===== config.mk =====
export PLATFORM = sky130hd
export DESIGN_NAME = sync_hunt_word_packer
export DESIGN_NICKNAME = d
export VERILOG_FILES = /design/src/rtl/shwp_pkg.sv /design/src/rtl/shwp_hunter.sv /design/src/rtl/shwp_packer.sv /design/src/rtl/sync_hunt_word_packer.sv
export SDC_FILE = /design/constraint.sdc
export NUM_CORES = 1
export LEC_CHECK = 0
export BUFFER_PORTS_ARGS = -buffer_cell sky130_fd_sc_hd__buf_2
export CORE_MARGIN = 3
export CORE_UTILIZATION = 49
export DETAILED_ROUTE_END_ITERATION = 12
export PLACE_DENSITY = 0.84
export REMOVE_ABC_BUFFERS = 1
export SLEW_MARGIN = 20
export SYNTH_ARGS = -nofsm -noshare
export SYNTH_HDL_FRONTEND = slang
export SYNTH_SLANG_ARGS = --single-unit

===== constraint.sdc =====
create_clock -name aclk -period 2.2 [get_ports aclk]
set_clock_uncertainty 0.15 [all_clocks]
set_input_delay 0.11 -clock aclk [delete_from_list [all_inputs] [get_ports aclk]]
set_output_delay 0.11 -clock aclk [all_outputs]
set_load 0.02 [all_outputs]

===== src/rtl/shwp_pkg.sv =====
// shared constants and types for the sync hunt word packer
package shwp_pkg;

    localparam int unsigned BYTE_W = 8;
    localparam int unsigned OUT_W = 32;
    localparam int unsigned SYNC_W = 64;

    // default sync word, first expected byte in bits 7:0
    localparam logic [SYNC_W-1:0] SYNC_RESET = 64'h2358_7843_6E59_735A;

    localparam int unsigned SYNC_LEN_DEF = 8;
    localparam int unsigned WORD_BYTES_DEF = 4;

    // packer result toward the output register
    typedef struct packed {
        logic             done;
        logic [OUT_W-1:0] word;
    } pack_res_t;

endpackage


===== src/rtl/shwp_hunter.sv =====
// sync word hunter: holds the sync register, match count and lock flag
module shwp_hunter #(
    parameter int unsigned SYNC_LEN = shwp_pkg::SYNC_LEN_DEF
) (
    input  logic                        aclk,
    input  logic                        aresetn,
    input  logic                        cfg_we,
    input  logic [shwp_pkg::SYNC_W-1:0] cfg_wdata,
    input  logic                        step_en,
    input  logic [shwp_pkg::BYTE_W-1:0] byte_in,
    output logic                        locked
);

    localparam int unsigned MC_W = $clog2(SYNC_LEN);

    logic [shwp_pkg::SYNC_W-1:0] sync_word_reg, sync_word_next;
    logic [MC_W-1:0]             match_count_reg, match_count_next;
    logic                        locked_reg, locked_next;
    logic [shwp_pkg::BYTE_W-1:0] sync_bytes [SYNC_LEN];
    logic                        hit;

    for (genvar i = 0; i < SYNC_LEN; i++) begin : g_sync_bytes
        assign sync_bytes[i] = sync_word_reg[i*shwp_pkg::BYTE_W +: shwp_pkg::BYTE_W];
    end

    assign hit = (byte_in == sync_bytes[match_count_reg]);

    always_comb begin
        sync_word_next   = cfg_we ? cfg_wdata : sync_word_reg;
        match_count_next = match_count_reg;
        locked_next      = locked_reg;
        if (step_en && !locked_reg) begin
            if (!hit) begin
                // mismatch: restart, byte not retried against the first sync byte
                match_count_next = '0;
            end else if (match_count_reg == MC_W'(SYNC_LEN - 1)) begin
                locked_next      = 1'b1;
                match_count_next = '0;
            end else begin
                match_count_next = match_count_reg + 1'b1;
            end
        end
    end

    always_ff @(posedge aclk) begin
        if (!aresetn) begin
            sync_word_reg   <= shwp_pkg::SYNC_RESET;
            match_count_reg <= '0;
            locked_reg      <= 1'b0;
        end else begin
            sync_word_reg   <= sync_word_next;
            match_count_reg <= match_count_next;
            locked_reg      <= locked_next;
        end
    end

    assign locked = locked_reg;

`ifndef SYNTHESIS
    a_lock_sticky: assert property (@(posedge aclk) disable iff (!aresetn)
        locked_reg |=> locked_reg)
        else $error("lock dropped without reset");

    a_count_idle_locked: assert property (@(posedge aclk) disable iff (!aresetn)
        locked_reg |-> (match_count_reg == '0))
        else $error("match count moved after lock");
`endif

endmodule


===== src/rtl/shwp_packer.sv =====
// byte-to-word packer: byte lanes, fill count and word assembly
module shwp_packer #(
    parameter int unsigned WORD_BYTES = shwp_pkg::WORD_BYTES_DEF
) (
    input  logic                        aclk,
    input  logic                        aresetn,
    input  logic                        pack_en,
    input  logic [shwp_pkg::BYTE_W-1:0] byte_in,
    output shwp_pkg::pack_res_t         res
);

    localparam int unsigned BC_W = $clog2(WORD_BYTES);
    localparam int unsigned FULL_W = WORD_BYTES * shwp_pkg::BYTE_W;

    logic [BC_W-1:0]             byte_count_reg, byte_count_next;
    logic [shwp_pkg::BYTE_W-1:0] held_reg [WORD_BYTES-1];
    logic [FULL_W-1:0]           full_word;
    logic                        last;

    assign last = (byte_count_reg == BC_W'(WORD_BYTES - 1));

    // held lanes; only read once all of them are written for the word
    for (genvar i = 0; i < WORD_BYTES - 1; i++) begin : g_lane
        always_ff @(posedge aclk) begin
            if (pack_en && (byte_count_reg == BC_W'(i))) begin
                held_reg[i] <= byte_in;
            end
        end
        assign full_word[i*shwp_pkg::BYTE_W +: shwp_pkg::BYTE_W] = held_reg[i];
    end
    assign full_word[FULL_W-1 -: shwp_pkg::BYTE_W] = byte_in;

    always_comb begin
        byte_count_next = byte_count_reg;
        if (pack_en) begin
            byte_count_next = last ? '0 : byte_count_reg + 1'b1;
        end
    end

    always_ff @(posedge aclk) begin
        if (!aresetn) begin
            byte_count_reg <= '0;
        end else begin
            byte_count_reg <= byte_count_next;
        end
    end

    assign res.done = pack_en && last;

    if (FULL_W >= shwp_pkg::OUT_W) begin : g_trunc
        assign res.word = full_word[shwp_pkg::OUT_W-1:0];
    end else begin : g_ext
        assign res.word = {{(shwp_pkg::OUT_W - FULL_W){1'b0}}, full_word};
    end

`ifndef SYNTHESIS
    a_count_holds: assert property (@(posedge aclk) disable iff (!aresetn)
        !pack_en |=> $stable(byte_count_reg))
        else $error("byte count moved without a packed byte");
`endif

endmodule


===== src/rtl/sync_hunt_word_packer.sv =====
// top level: input register, sync hunter, packer and result register
// a byte waits in the input register; a completed word then loads the result register
// one byte per cycle unless m_ready stalls; one word per WORD_BYTES bytes after lock
// rate is set by the single input register stage and the one-deep result register
// reset: synchronous active-low aresetn clears lock, counts and both valid flags,
// and loads the default sync word
module sync_hunt_word_packer #(
    parameter int unsigned SYNC_LEN   = shwp_pkg::SYNC_LEN_DEF,
    parameter int unsigned WORD_BYTES = shwp_pkg::WORD_BYTES_DEF
) (
    input  logic                        aclk,
    input  logic                        aresetn,
    // sync word register write
    input  logic                        cfg_we,
    input  logic [shwp_pkg::SYNC_W-1:0] cfg_wdata,
    // byte request channel
    input  logic                        s_valid,
    output logic                        s_ready,
    input  logic [shwp_pkg::BYTE_W-1:0] s_in_byte,
    // packed word channel
    output logic                        m_valid,
    input  logic                        m_ready,
    output logic [shwp_pkg::OUT_W-1:0]  m_packet_word
);

    // input stage
    logic                        in_valid_reg, in_valid_next;
    logic [shwp_pkg::BYTE_W-1:0] in_byte_reg;
    // result stage
    logic                        m_valid_reg, m_valid_next;
    logic [shwp_pkg::OUT_W-1:0]  m_packet_word_reg;

    logic                        fire;
    logic                        locked;
    shwp_pkg::pack_res_t         pack_res;

    // the held byte moves on whenever the result register is free or draining
    assign fire    = in_valid_reg && (!m_valid_reg || m_ready);
    assign s_ready = !in_valid_reg || fire;

    shwp_hunter #(
        .SYNC_LEN (SYNC_LEN)
    ) u_hunter (
        .aclk      (aclk),
        .aresetn   (aresetn),
        .cfg_we    (cfg_we),
        .cfg_wdata (cfg_wdata),
        .step_en   (fire),
        .byte_in   (in_byte_reg),
        .locked    (locked)
    );

    // bytes go to the packer only once lock was already set, so the
    // byte that completes the sync word is dropped
    shwp_packer #(
        .WORD_BYTES (WORD_BYTES)
    ) u_packer (
        .aclk    (aclk),
        .aresetn (aresetn),
        .pack_en (fire && locked),
        .byte_in (in_byte_reg),
        .res     (pack_res)
    );

    always_comb begin
        in_valid_next = in_valid_reg;
        if (s_valid && s_ready) begin
            in_valid_next = 1'b1;
        end else if (fire) begin
            in_valid_next = 1'b0;
        end

        m_valid_next = m_valid_reg;
        if (pack_res.done) begin
            m_valid_next = 1'b1;
        end else if (m_ready) begin
            m_valid_next = 1'b0;
        end
    end

    always_ff @(posedge aclk) begin
        if (!aresetn) begin
            in_valid_reg <= 1'b0;
            m_valid_reg  <= 1'b0;
        end else begin
            in_valid_reg <= in_valid_next;
            m_valid_reg  <= m_valid_next;
        end
    end

    // payload registers, no reset
    always_ff @(posedge aclk) begin
        if (s_valid && s_ready) begin
            in_byte_reg <= s_in_byte;
        end
        if (pack_res.done) begin
            m_packet_word_reg <= pack_res.word;
        end
    end

    assign m_valid       = m_valid_reg;
    assign m_packet_word = m_packet_word_reg;

`ifndef SYNTHESIS
    a_result_needs_lock: assert property (@(posedge aclk) disable iff (!aresetn)
        m_valid_reg |-> locked)
        else $error("result shown while still hunting");

    a_ready_when_free: assert property (@(posedge aclk) disable iff (!aresetn)
        !m_valid_reg |-> s_ready)
        else $error("input stalled with empty result register");

    a_no_overwrite: assert property (@(posedge aclk) disable iff (!aresetn)
        (m_valid_reg && !m_ready) |-> !pack_res.done)
        else $error("pending result overwritten");
`endif

endmodule

Word level (Yosys, flattened, before mapping)
Memories as Yosys holds them, arrays and structs flattened. A register that Yosys moved wholly into a read port is not among the register bits.
Cells that the tools add are included.
{ "totals": {"ff_bits": 112, "mem_bits_rw": 24, "in_bits": 77, "out_inout_bits": 34, "word_cells": 59, "memories": 1} }
{ "memory_table": {"columns": ["memory", "words", "word_bits", "read_ports", "rd_ports_with_merged_regs", "write_ports", "line_no", "source"], "rows": [
  ["u_packer.held_reg", 3, 8, 3, 3, 1, "shwp_packer.sv:16", "logic [shwp_pkg::BYTE_W-1:0] held_reg [WORD_BYTES-1];"]
]} }
{ "op_classes": {"add_sub_neg": 2, "order_cmp": 1, "eq_ne": 5, "n_mux": 22, "bitwise_logic": 1, "n_reduce_logical": 19} }
{ "op_table": {"columns": ["op", "n"], "rows": [
  ["8-bit 2-to-1 mux", 4],
  ["8-bit binary-select mux with 3-bit select", 1],
  ["8-bit OR reduction", 2],
  ["1-bit 2-to-1 mux", 12],
  ["8-bit equality test", 1],
  ["1-bit logical AND", 8],
  ["2-bit 2-to-1 mux", 3],
  ["3-bit 2-to-1 mux", 2],
  ["2-bit equality test, second input constant", 2],
  ["4-bit >= comparator, second input constant", 1],
  ["3-bit inverter with 4-bit output", 1],
  ["2-bit nonzero test", 2],
  ["3-bit by 1-bit adder with 3-bit output, second input constant", 1],
  ["3-bit equality test, second input constant", 1],
  ["1-bit logical NOT", 3],
  ["3-bit AND reduction", 1],
  ["2-bit by 1-bit adder with 2-bit output, second input constant", 1],
  ["2-bit by 1-bit equality test with 1-bit output, second input constant", 1],
  ["2-bit logical NOT", 1],
  ["1-bit logical OR", 2]
]} }

Longest topological paths before layout
Gate-level depths: netlist of run 1.
{ "depth": {"depth_word": 10, "mapped_depth": 8, "depth_no_buf": 6} }

Hierarchy
Synthesis of run 1 repeated with hierarchy kept, for this count alone.
{ "unflattened": {"cells_unflattened": 389, "area_unflattened_um2": 5401.4} }
{ "by_module_without_submodules": {"columns": ["mod", "instances", "cells_each", "area_per_inst_um2", "seq_area_each_um2"], "rows": [
  ["shwp_hunter", 1, 289, 3141.8, 1361.3],
  ["sync_hunt_word_packer", 1, 51, 1308.8, 1241.2],
  ["shwp_packer", 1, 49, 950.9, 760.7]
]} }

Worst setup path before layout of run 1
OpenSTA, ideal clock, no wires.
{ "synth_path": {"path_type": "reg2reg", "from": "register u_hunter.match_count_reg[1]", "to": "register u_hunter.locked_reg (netlist: u_hunter.locked)", "setup_ns": 0.067, "arrival_ns": 2.092, "slack_ns": -0.110, "path_stages_with_launch": 9, "path_buffers": 2, "synth_period_minus_slack_ns": 2.310, "cell_sequence": "dfxtp_1 > buf_2 > buf_2 > mux4_2 > mux2i_1 > xor2_1 > o221ai_1 > or4_4 > o21ai_2"} }
{ "synth_between": {"elab_chain_len": 6} }
{ "synth_lines": {"columns": ["item", "line_no", "source"], "rows": [
  ["start: declaration", "shwp_hunter.sv:17", "logic [MC_W-1:0] match_count_reg, match_count_next;"],
  ["start signal: assignment", "shwp_hunter.sv:52", "match_count_reg <= match_count_next;"],
  ["3-bit inverter with 4-bit output (implied by the code)", "shwp_hunter.sv:26", "assign hit = (byte_in == sync_bytes[match_count_reg]);"],
  ["8-bit binary-select mux with 3-bit select", "shwp_hunter.sv:26", null],
  ["8-bit 2-to-1 mux (implied by the code) (2 in a row)", "shwp_hunter.sv:26", null],
  ["8-bit equality test", "shwp_hunter.sv:26", null],
  ["3-bit AND reduction (no source line) (*)", null, null],
  ["end signal: assignment", "shwp_hunter.sv:53", "locked_reg <= locked_next;"],
  ["end: declaration", "shwp_hunter.sv:18", "logic locked_reg, locked_next;"]
]} }
Mark *: on every way between the ends. The rest lies on a longest branch, timed or not. The select of a mux whose other input is x is not followed.
A chain may end at the register's enable or synchronous reset.

Worst setup path after layout of run 1
{ "layout_path": {"from": "register u_hunter.match_count_reg[0]", "to": "register u_hunter.match_count_reg[0]"} }
{ "layout_between": {"elab_chain_len": 6} }
{ "layout_lines": {"columns": ["item", "line_no", "source"], "rows": [
  ["3-bit inverter with 4-bit output (implied by the code)", "shwp_hunter.sv:26", null],
  ["8-bit binary-select mux with 3-bit select", "shwp_hunter.sv:26", null],
  ["8-bit 2-to-1 mux (implied by the code) (2 in a row)", "shwp_hunter.sv:26", null],
  ["8-bit equality test", "shwp_hunter.sv:26", null],
  ["3-bit 2-to-1 mux (*)", "shwp_hunter.sv:33", "if (!hit) begin"]
]} }
Marked as above.

==> results of run 1 <==
-- kinds of logic after synthesis --
| family | after synthesis | share of synthesized area, % |
|---|---|---|
| compound gates | 17 | 2.25 |
| mux | 95 | 20.2 |
| simple gates | 94 | 9.32 |
| fa+ha+maj | 6 | 1.42 |
| xor+xnor | 5 | 0.830 |
| flops | 136 | 63.7 |
| buf+inv | 26 | 2.28 |
-- worst max-delay path, stage by stage, from the launching register on --
cell and delay, ps:
dfxtp_4 360, buf_12 110, mux4_2 500, mux2i_2 180
xor2_1 170, o211ai_1 120, or4_4 570, o22ai_2 120
-- cell usage after synthesis (2+ instances only) --
master and count:
edfxtp_1 64, a21oi_1 3, a22oi_1 6, nand2_1 37
ha_1 6, inv_1 4, buf_2 3, buf_6 2
dfxtp_1 72, o22ai_1 3, mux2i_1 86, and2_1 5
xnor2_1 2, a21boi_0 2, clkbuf_1 15, xor2_1 3
nor2b_1 37, nor2_1 4, nand3_1 2, and3_1 4
mux4_2 9
-- final timing paths --
kind / startpoint / end / cells after the start
setup / recovery: u_hunter.match_count_reg[0] / u_hunter.match_count_reg[0] / 7
hold / removal: cfg_we / u_hunter.sync_word_reg[39] / 3
hold reg to reg: u_packer.held_reg[0][22] / m_packet_word[22] / 0
setup reg to reg: u_hunter.match_count_reg[0] / u_hunter.match_count_reg[0] / 7
-- where the power goes --
part | switching (W) | total [W] | internal [W]
Clock | 0.00115 | 0.00258 | 0.00142
Sequential | 0.0000699 | 0.00280 | 0.00273
Combinational | 0.000184 | 0.000500 | 0.000317
-- layout make-up --
type	instances	share of cell area, %
Sequential cell	136	43.2
Timing Repair Buffer	239	24.0
Multi-Input combinational cell	217	23.4
Clock buffer	17	5.32
Tap cell	136	2.19
Clock inverter	15	1.66
Inverter	4	0.193
-- per-stage QoR --
step	util, %	std cells
floorplan	-	357
global placement	58.0	614
detailed placement	58.0	614
CTS	74.5	764
global route	74.8	764
finish	74.8	764
-- cells in the final DEF, fill, tap and decap left out, types with 5 or more instances in the layout --
cell type,n
buf_2,109
dlygate4sd3_1,114
inv_6,7
buf_4,11
dfxtp_1,71
mux4_2,9
nor2b_1,37
nand2_1,37
mux2i_1,83
ha_1,6
edfxtp_1,64
clkbuf_16,16
and2_1,5
buf_12,5
a22oi_1,5
-- repair_timing --
action / in CTS / in global routing
endpoints found under the setup margin: 4 / 4
resized for setup: 2 / 5
pin swaps: 3 / 0
hold buffers: 114 / 0
hold endpoints to repair: 75 / 0
setup buffers: 4 / 0
-- layer usage --
metal / vias to the layer above / wire length (µm) / GRT usage, %
met5: - / 0 / 0
met3: 16 / 697 / 6.64
met1: 1813 / 5210 / 26.4
met4: 0 / 195 / 8.73
met2: 138 / 6520 / 38.4
li1: 1843 / - / -
==> impl_metrics.tcl, run 1 <==
set metrics [dict create \
    status "finished, violations left" \
    violations "setup timing" \
    cp.required_ps 2490 \
    worst_pin_slew_ps 527 \
    cts_tree "done" \
    vias 3810 \
    syn_area_mm2 0.00528 \
    ys_seq_area_share_pct 63.7 \
    cts_buffer_depth 2 \
    cts-root-buf "clkbuf_8" \
    total_power_w 0.00588 \
    yosys_warnings 0 \
    critPathMaxFanout 5 \
    multi_input_area_mm2 0.00182 \
    whs_ps 27.3 \
    drtIter0Drc 272 \
    nets 698 \
    n_antenna_cell 0 \
    p_per_area_mw_per_mm2 755 \
    synth.distinct_cells 31 \
    gp_congestion 0.850 \
    start_util_pct 50.7 \
    drtAntennaViolNets 0 \
    vias_per_cell 4.99 \
    maxCapViolations 0 \
    p_leak_nw 3.20 \
    timing.slew.headroom_pct 64.8 \
    clk-insertion-delay-late_ps 520 \
    rows 37 \
    drcViolationCount 0 \
    synthArstFlopShare_pct 0 \
    grt-ovfl-total 0 \
    grt_pass1_wl_mm 20.1 \
    drv_slew 0 \
    finalHoldViolCount 0 \
    synth_top_cell_by_area "edfxtp_1" \
    drive_gt1_share_pct 27.7 \
    port_buffers 110 \
    area.growth.synth_to_final_pct 47.6 \
    synth-seq-cells 136 \
    cp.arrival_ps 2660 \
    peakVddDrop_mv 0.509 \
    synth_edf_count 64 \
    synth_flop_cell "dfxtp_1" \
    seq_area_mm2 0.00337 \
    syn_inst 379 \
    syn_avg_cell_area_um2 13.9 \
    finish.instance_area_mm2 0.00779 \
    antenna_found_initial 0 \
    wl_per_cell_um 16.5 \
    place_hpwl_mm 7.59 \
    synth_top_area_share_pct 36.4 \
    grt_max_degree 37 \
    pre_cts_slack_ps -162 \
    hold_class "in2reg" \
    worst-setup-path-type "reg2reg" \
    setup_slack_ps -165 \
    period_share_pct 107 \
    place_area_mm2 0.00604 \
    grt_pass1_vias 3986 \
    end_kind "flop" \
    die_w_um 110 \
    max_freq_mhz 423 \
    dieArea_mm2 0.0120 \
    numCtsBuffers 17 \
    grt_usage_pct 22.4 \
    finalSetupTns_ps -614 \
    r2r_slack_ps -160 \
    rsz0062_at_grt "yes" \
    cts_sinks 136 \
    cp-start-kind "flop" \
    die_y_um 110 \
    netlist_top_cells_area "edfxtp_1 (36%), dfxtp_1 (27%), mux2i_1 (16%)" \
    wirelength_mm 12.6 \
    core_mm2 0.0104 \
    period_needed_ps 2360 \
    n_fill_cell 625 \
    finalSetupViolCount 4 \
    first_pass_iters 5 \
    clk_pin_slew_ps 60 \
    h-tree-depth 4 \
    largest_reg_flops 64 \
    io_pins 111 \
]
Note: power is estimated with default switching activity, not from simulation.
==> run 2: changes to the inputs <==
PLACE_DENSITY = 0.83   (was 0.84)
SYNTH_HIERARCHICAL = 1   (was not set)
==> run 2 against run 1 <==
Net effect:
- the flow now finishes without violations
- global-route usage down 0.11 points
- synthesized cell count up 2.6%
- final area up 0.59%
- flip-flop and latch count unchanged
- first-iteration DRC count down 14%
- fmax up 10%
- core utilization down 0.22 points
- register-to-register slack better by 220 ps
- clock power up 12%
- via count up 1.8%
- non-clock buffer count down 4
- critical path type unchanged
- largest cell class unchanged
- highest routed layer unchanged
==> impl_metrics.tcl, run 2 <==
set metrics [dict create \
    area.growth.synth_to_final_pct 45.0 \
    vias 3878 \
    gp_congestion 0.772 \
    synth_top_cell_by_area "edfxtp_1" \
    cp.required_ps 2470 \
    grt_usage_pct 22.3 \
    drive_gt1_share_pct 27.1 \
    synth-seq-cells 136 \
    final_common_cell "dlygate4sd3_1" \
    post_cts_buffers 0 \
    start_util_pct 51.4 \
    rows 37 \
    period_needed_ps 2140 \
    drtAntennaViolNets 0 \
    antenna_found_initial 0 \
    cts_tree "done" \
    worst_pin_slew_ps 492 \
    path_buf_inv 1 \
    grt-ovfl-total 0 \
    port_buffers 110 \
    drtIter0Drc 233 \
    cts-root-buf "clkbuf_8" \
    place_hpwl_mm 7.66 \
    core_mm2 0.0105 \
    cts_buffer_depth 2 \
    finalHoldViolCount 0 \
    synth_edf_count 64 \
    critical_path.top_delay_family "compound AO/OA/AOI/OAI gates" \
    synth.distinct_cells 38 \
    yosys_warnings 6 \
    place_area_mm2 0.00606 \
    grt_pass1_wl_mm 21.6 \
    highest_layer "met4" \
    die_w_um 111 \
    timing.slew.headroom_pct 67.2 \
    nets 698 \
    syn_avg_cell_area_um2 13.9 \
    netlist_top_cells_area "edfxtp_1 (36%), dfxtp_1 (27%), mux2i_1 (16%)" \
    synth_top_area_share_pct 35.6 \
    vias_per_cell 5.08 \
    drcViolationCount 0 \
    critPathMaxFanout 9 \
    syn_inst 389 \
    dieArea_mm2 0.0123 \
    maxCapViolations 0 \
    status "finished, final reports clean" \
    wl_met3_um 715 \
    cp_slowest_stage_delay_ps 370 \
    h-tree-depth 4 \
    crit_slowest_cell "dfxtp_4" \
    hold_class "in2reg" \
    period_share_pct 97.5 \
    p_per_area_mw_per_mm2 792 \
    cts_sinks 136 \
    synth_flop_cell "dfxtp_1" \
    cp-start-kind "flop" \
    wl_met1_mm 5.45 \
    finalSetupViolCount 0 \
    layout_common_cells "dlygate4sd3_1 (114), buf_2 (109), mux2i_1 (88)" \
    wl_met2_mm 6.83 \
    io_pins 111 \
    rsz0062_at_grt "no" \
    grt_pass1_vias 4132 \
    n_antenna_cell 0 \
    cp.arrival_ps 2420 \
    synth.cells.most_frequent "mux2i_1 (88), dfxtp_1 (72), edfxtp_1 (64)" \
    worst-setup-path-type "reg2reg" \
    grt_max_degree 33 \
    peakVddDrop_mv 0.701 \
    largest_reg_flops 64 \
    syn_area_mm2 0.00540 \
    ys_seq_area_share_pct 62.3 \
    first_pass_iters 4 \
    whs_ps 36.6 \
    synthArstFlopShare_pct 0 \
    wl_per_cell_um 17.3 \
    p_leak_nw 3.24 \
    clk_pin_slew_ps 70 \
    die_y_um 111 \
    crit_chain "buf_12 -> and2b_1 -> a22oi_1 -> and3_1 -> o2111a_1 -> nand4_2 -> o31ai_2" \
    numCtsBuffers 17 \
    max_freq_mhz 466 \
    synth.most_common_cell "mux2i_1" \
    clk-insertion-delay-late_ps 520 \
    finish.instance_area_mm2 0.00783 \
    wirelength_mm 13.2 \
    end_kind "flop" \
    drv_slew 0 \
]
==> run 2: cell count changes after synthesis, sizes merged, moves of 3 or more <==
cell | before | now
buf | 7 | 14
nand2 | 37 | 33
nand3 | 2 | 5
o21ai | 1 | 4
o22ai | 3 | 0
xor2 | 3 | 0
==> run 2: path summary, 6_finish.rpt <==
check	start	to	slack (ps)	depth (start not counted)
worst min-delay path	aresetn	u_hunter/sync_word_reg[33]	40	3
worst max-delay path	u_hunter/match_count_reg[0]	u_hunter/match_count_reg[0]	60	7
worst min register to register	u_packer/held_reg[0][7]	m_packet_word[7]	270	0
worst max register to register	u_hunter/match_count_reg[0]	u_hunter/match_count_reg[0]	60	7
==> run 2: power by group <==
| part | internal [W] | switching (W) |
|---|---|---|
| clock network | 0.00175 | 0.00115 |
| registers | 0.00273 | 0.0000687 |
| logic | 0.000317 | 0.000187 |
| total | 0.00480 | 0.00140 |
==> run 2: kinds of logic after synthesis <==
| logic type | Yosys count | share of synthesized area, % |
|---|---|---|
| flops | 136 | 62.3 |
| mux | 95 | 19.3 |
| simple gates | 92 | 9.52 |
| buf+inv | 34 | 3.73 |
| compound gates | 22 | 3.15 |
| fa+ha+maj | 6 | 1.39 |
| xor+xnor | 4 | 0.649 |
==> run 2: metal layers <==
layer,track usage (%),up-vias
li1,-,1839
met1,26.4,1886
met2,39.4,137
met3,6.06,16
met4,6.98,0
met5,0,-
==> run 2: what timing repair did <==
| action | in CTS | in global routing |
|---|---|---|
| endpoints found under the setup margin | 0 | 4 |
| endpoints found under the hold margin | 74 | 0 |
| hold buffers | 114 | 0 |
| resized for setup | 0 | 3 |
==> run 2: stage by stage <==
step           std cells  TNS, ps  util, %  total power [W]  worst slack (ps)
2_1_floorplan        361    -1120        -          0.00298              -327
3_3_place_gp         617        0     57.6          0.00314               195
3_5_place_dp         617        0     57.6          0.00316              51.0
4_1_cts              763        0     74.2          0.00620              21.3
5_1_grt              764        0     74.5          0.00642              9.04
6_report             764        0     74.5          0.00620              55.3
==> run 2: cell type report <==
type | count | area, µm²
Timing Repair Buffer | 235 | 1830
Multi-Input combinational cell | 219 | 1840
Clock inverter | 15 | 189
Sequential cell | 136 | 3370
Tap cell | 136 | 170
Fill cell | 636 | 2680
Clock buffer | 17 | 414
Inverter | 6 | 22.5
==> run 2: worst reg2reg max path, cell delays in order, from the launching register on <==
cell	delay [ps]
dfxtp_4	370
buf_12	140
and2b_1	230
a22oi_1	270
and3_1	220
o2111a_1	240
nand4_2	180
o31ai_2	240
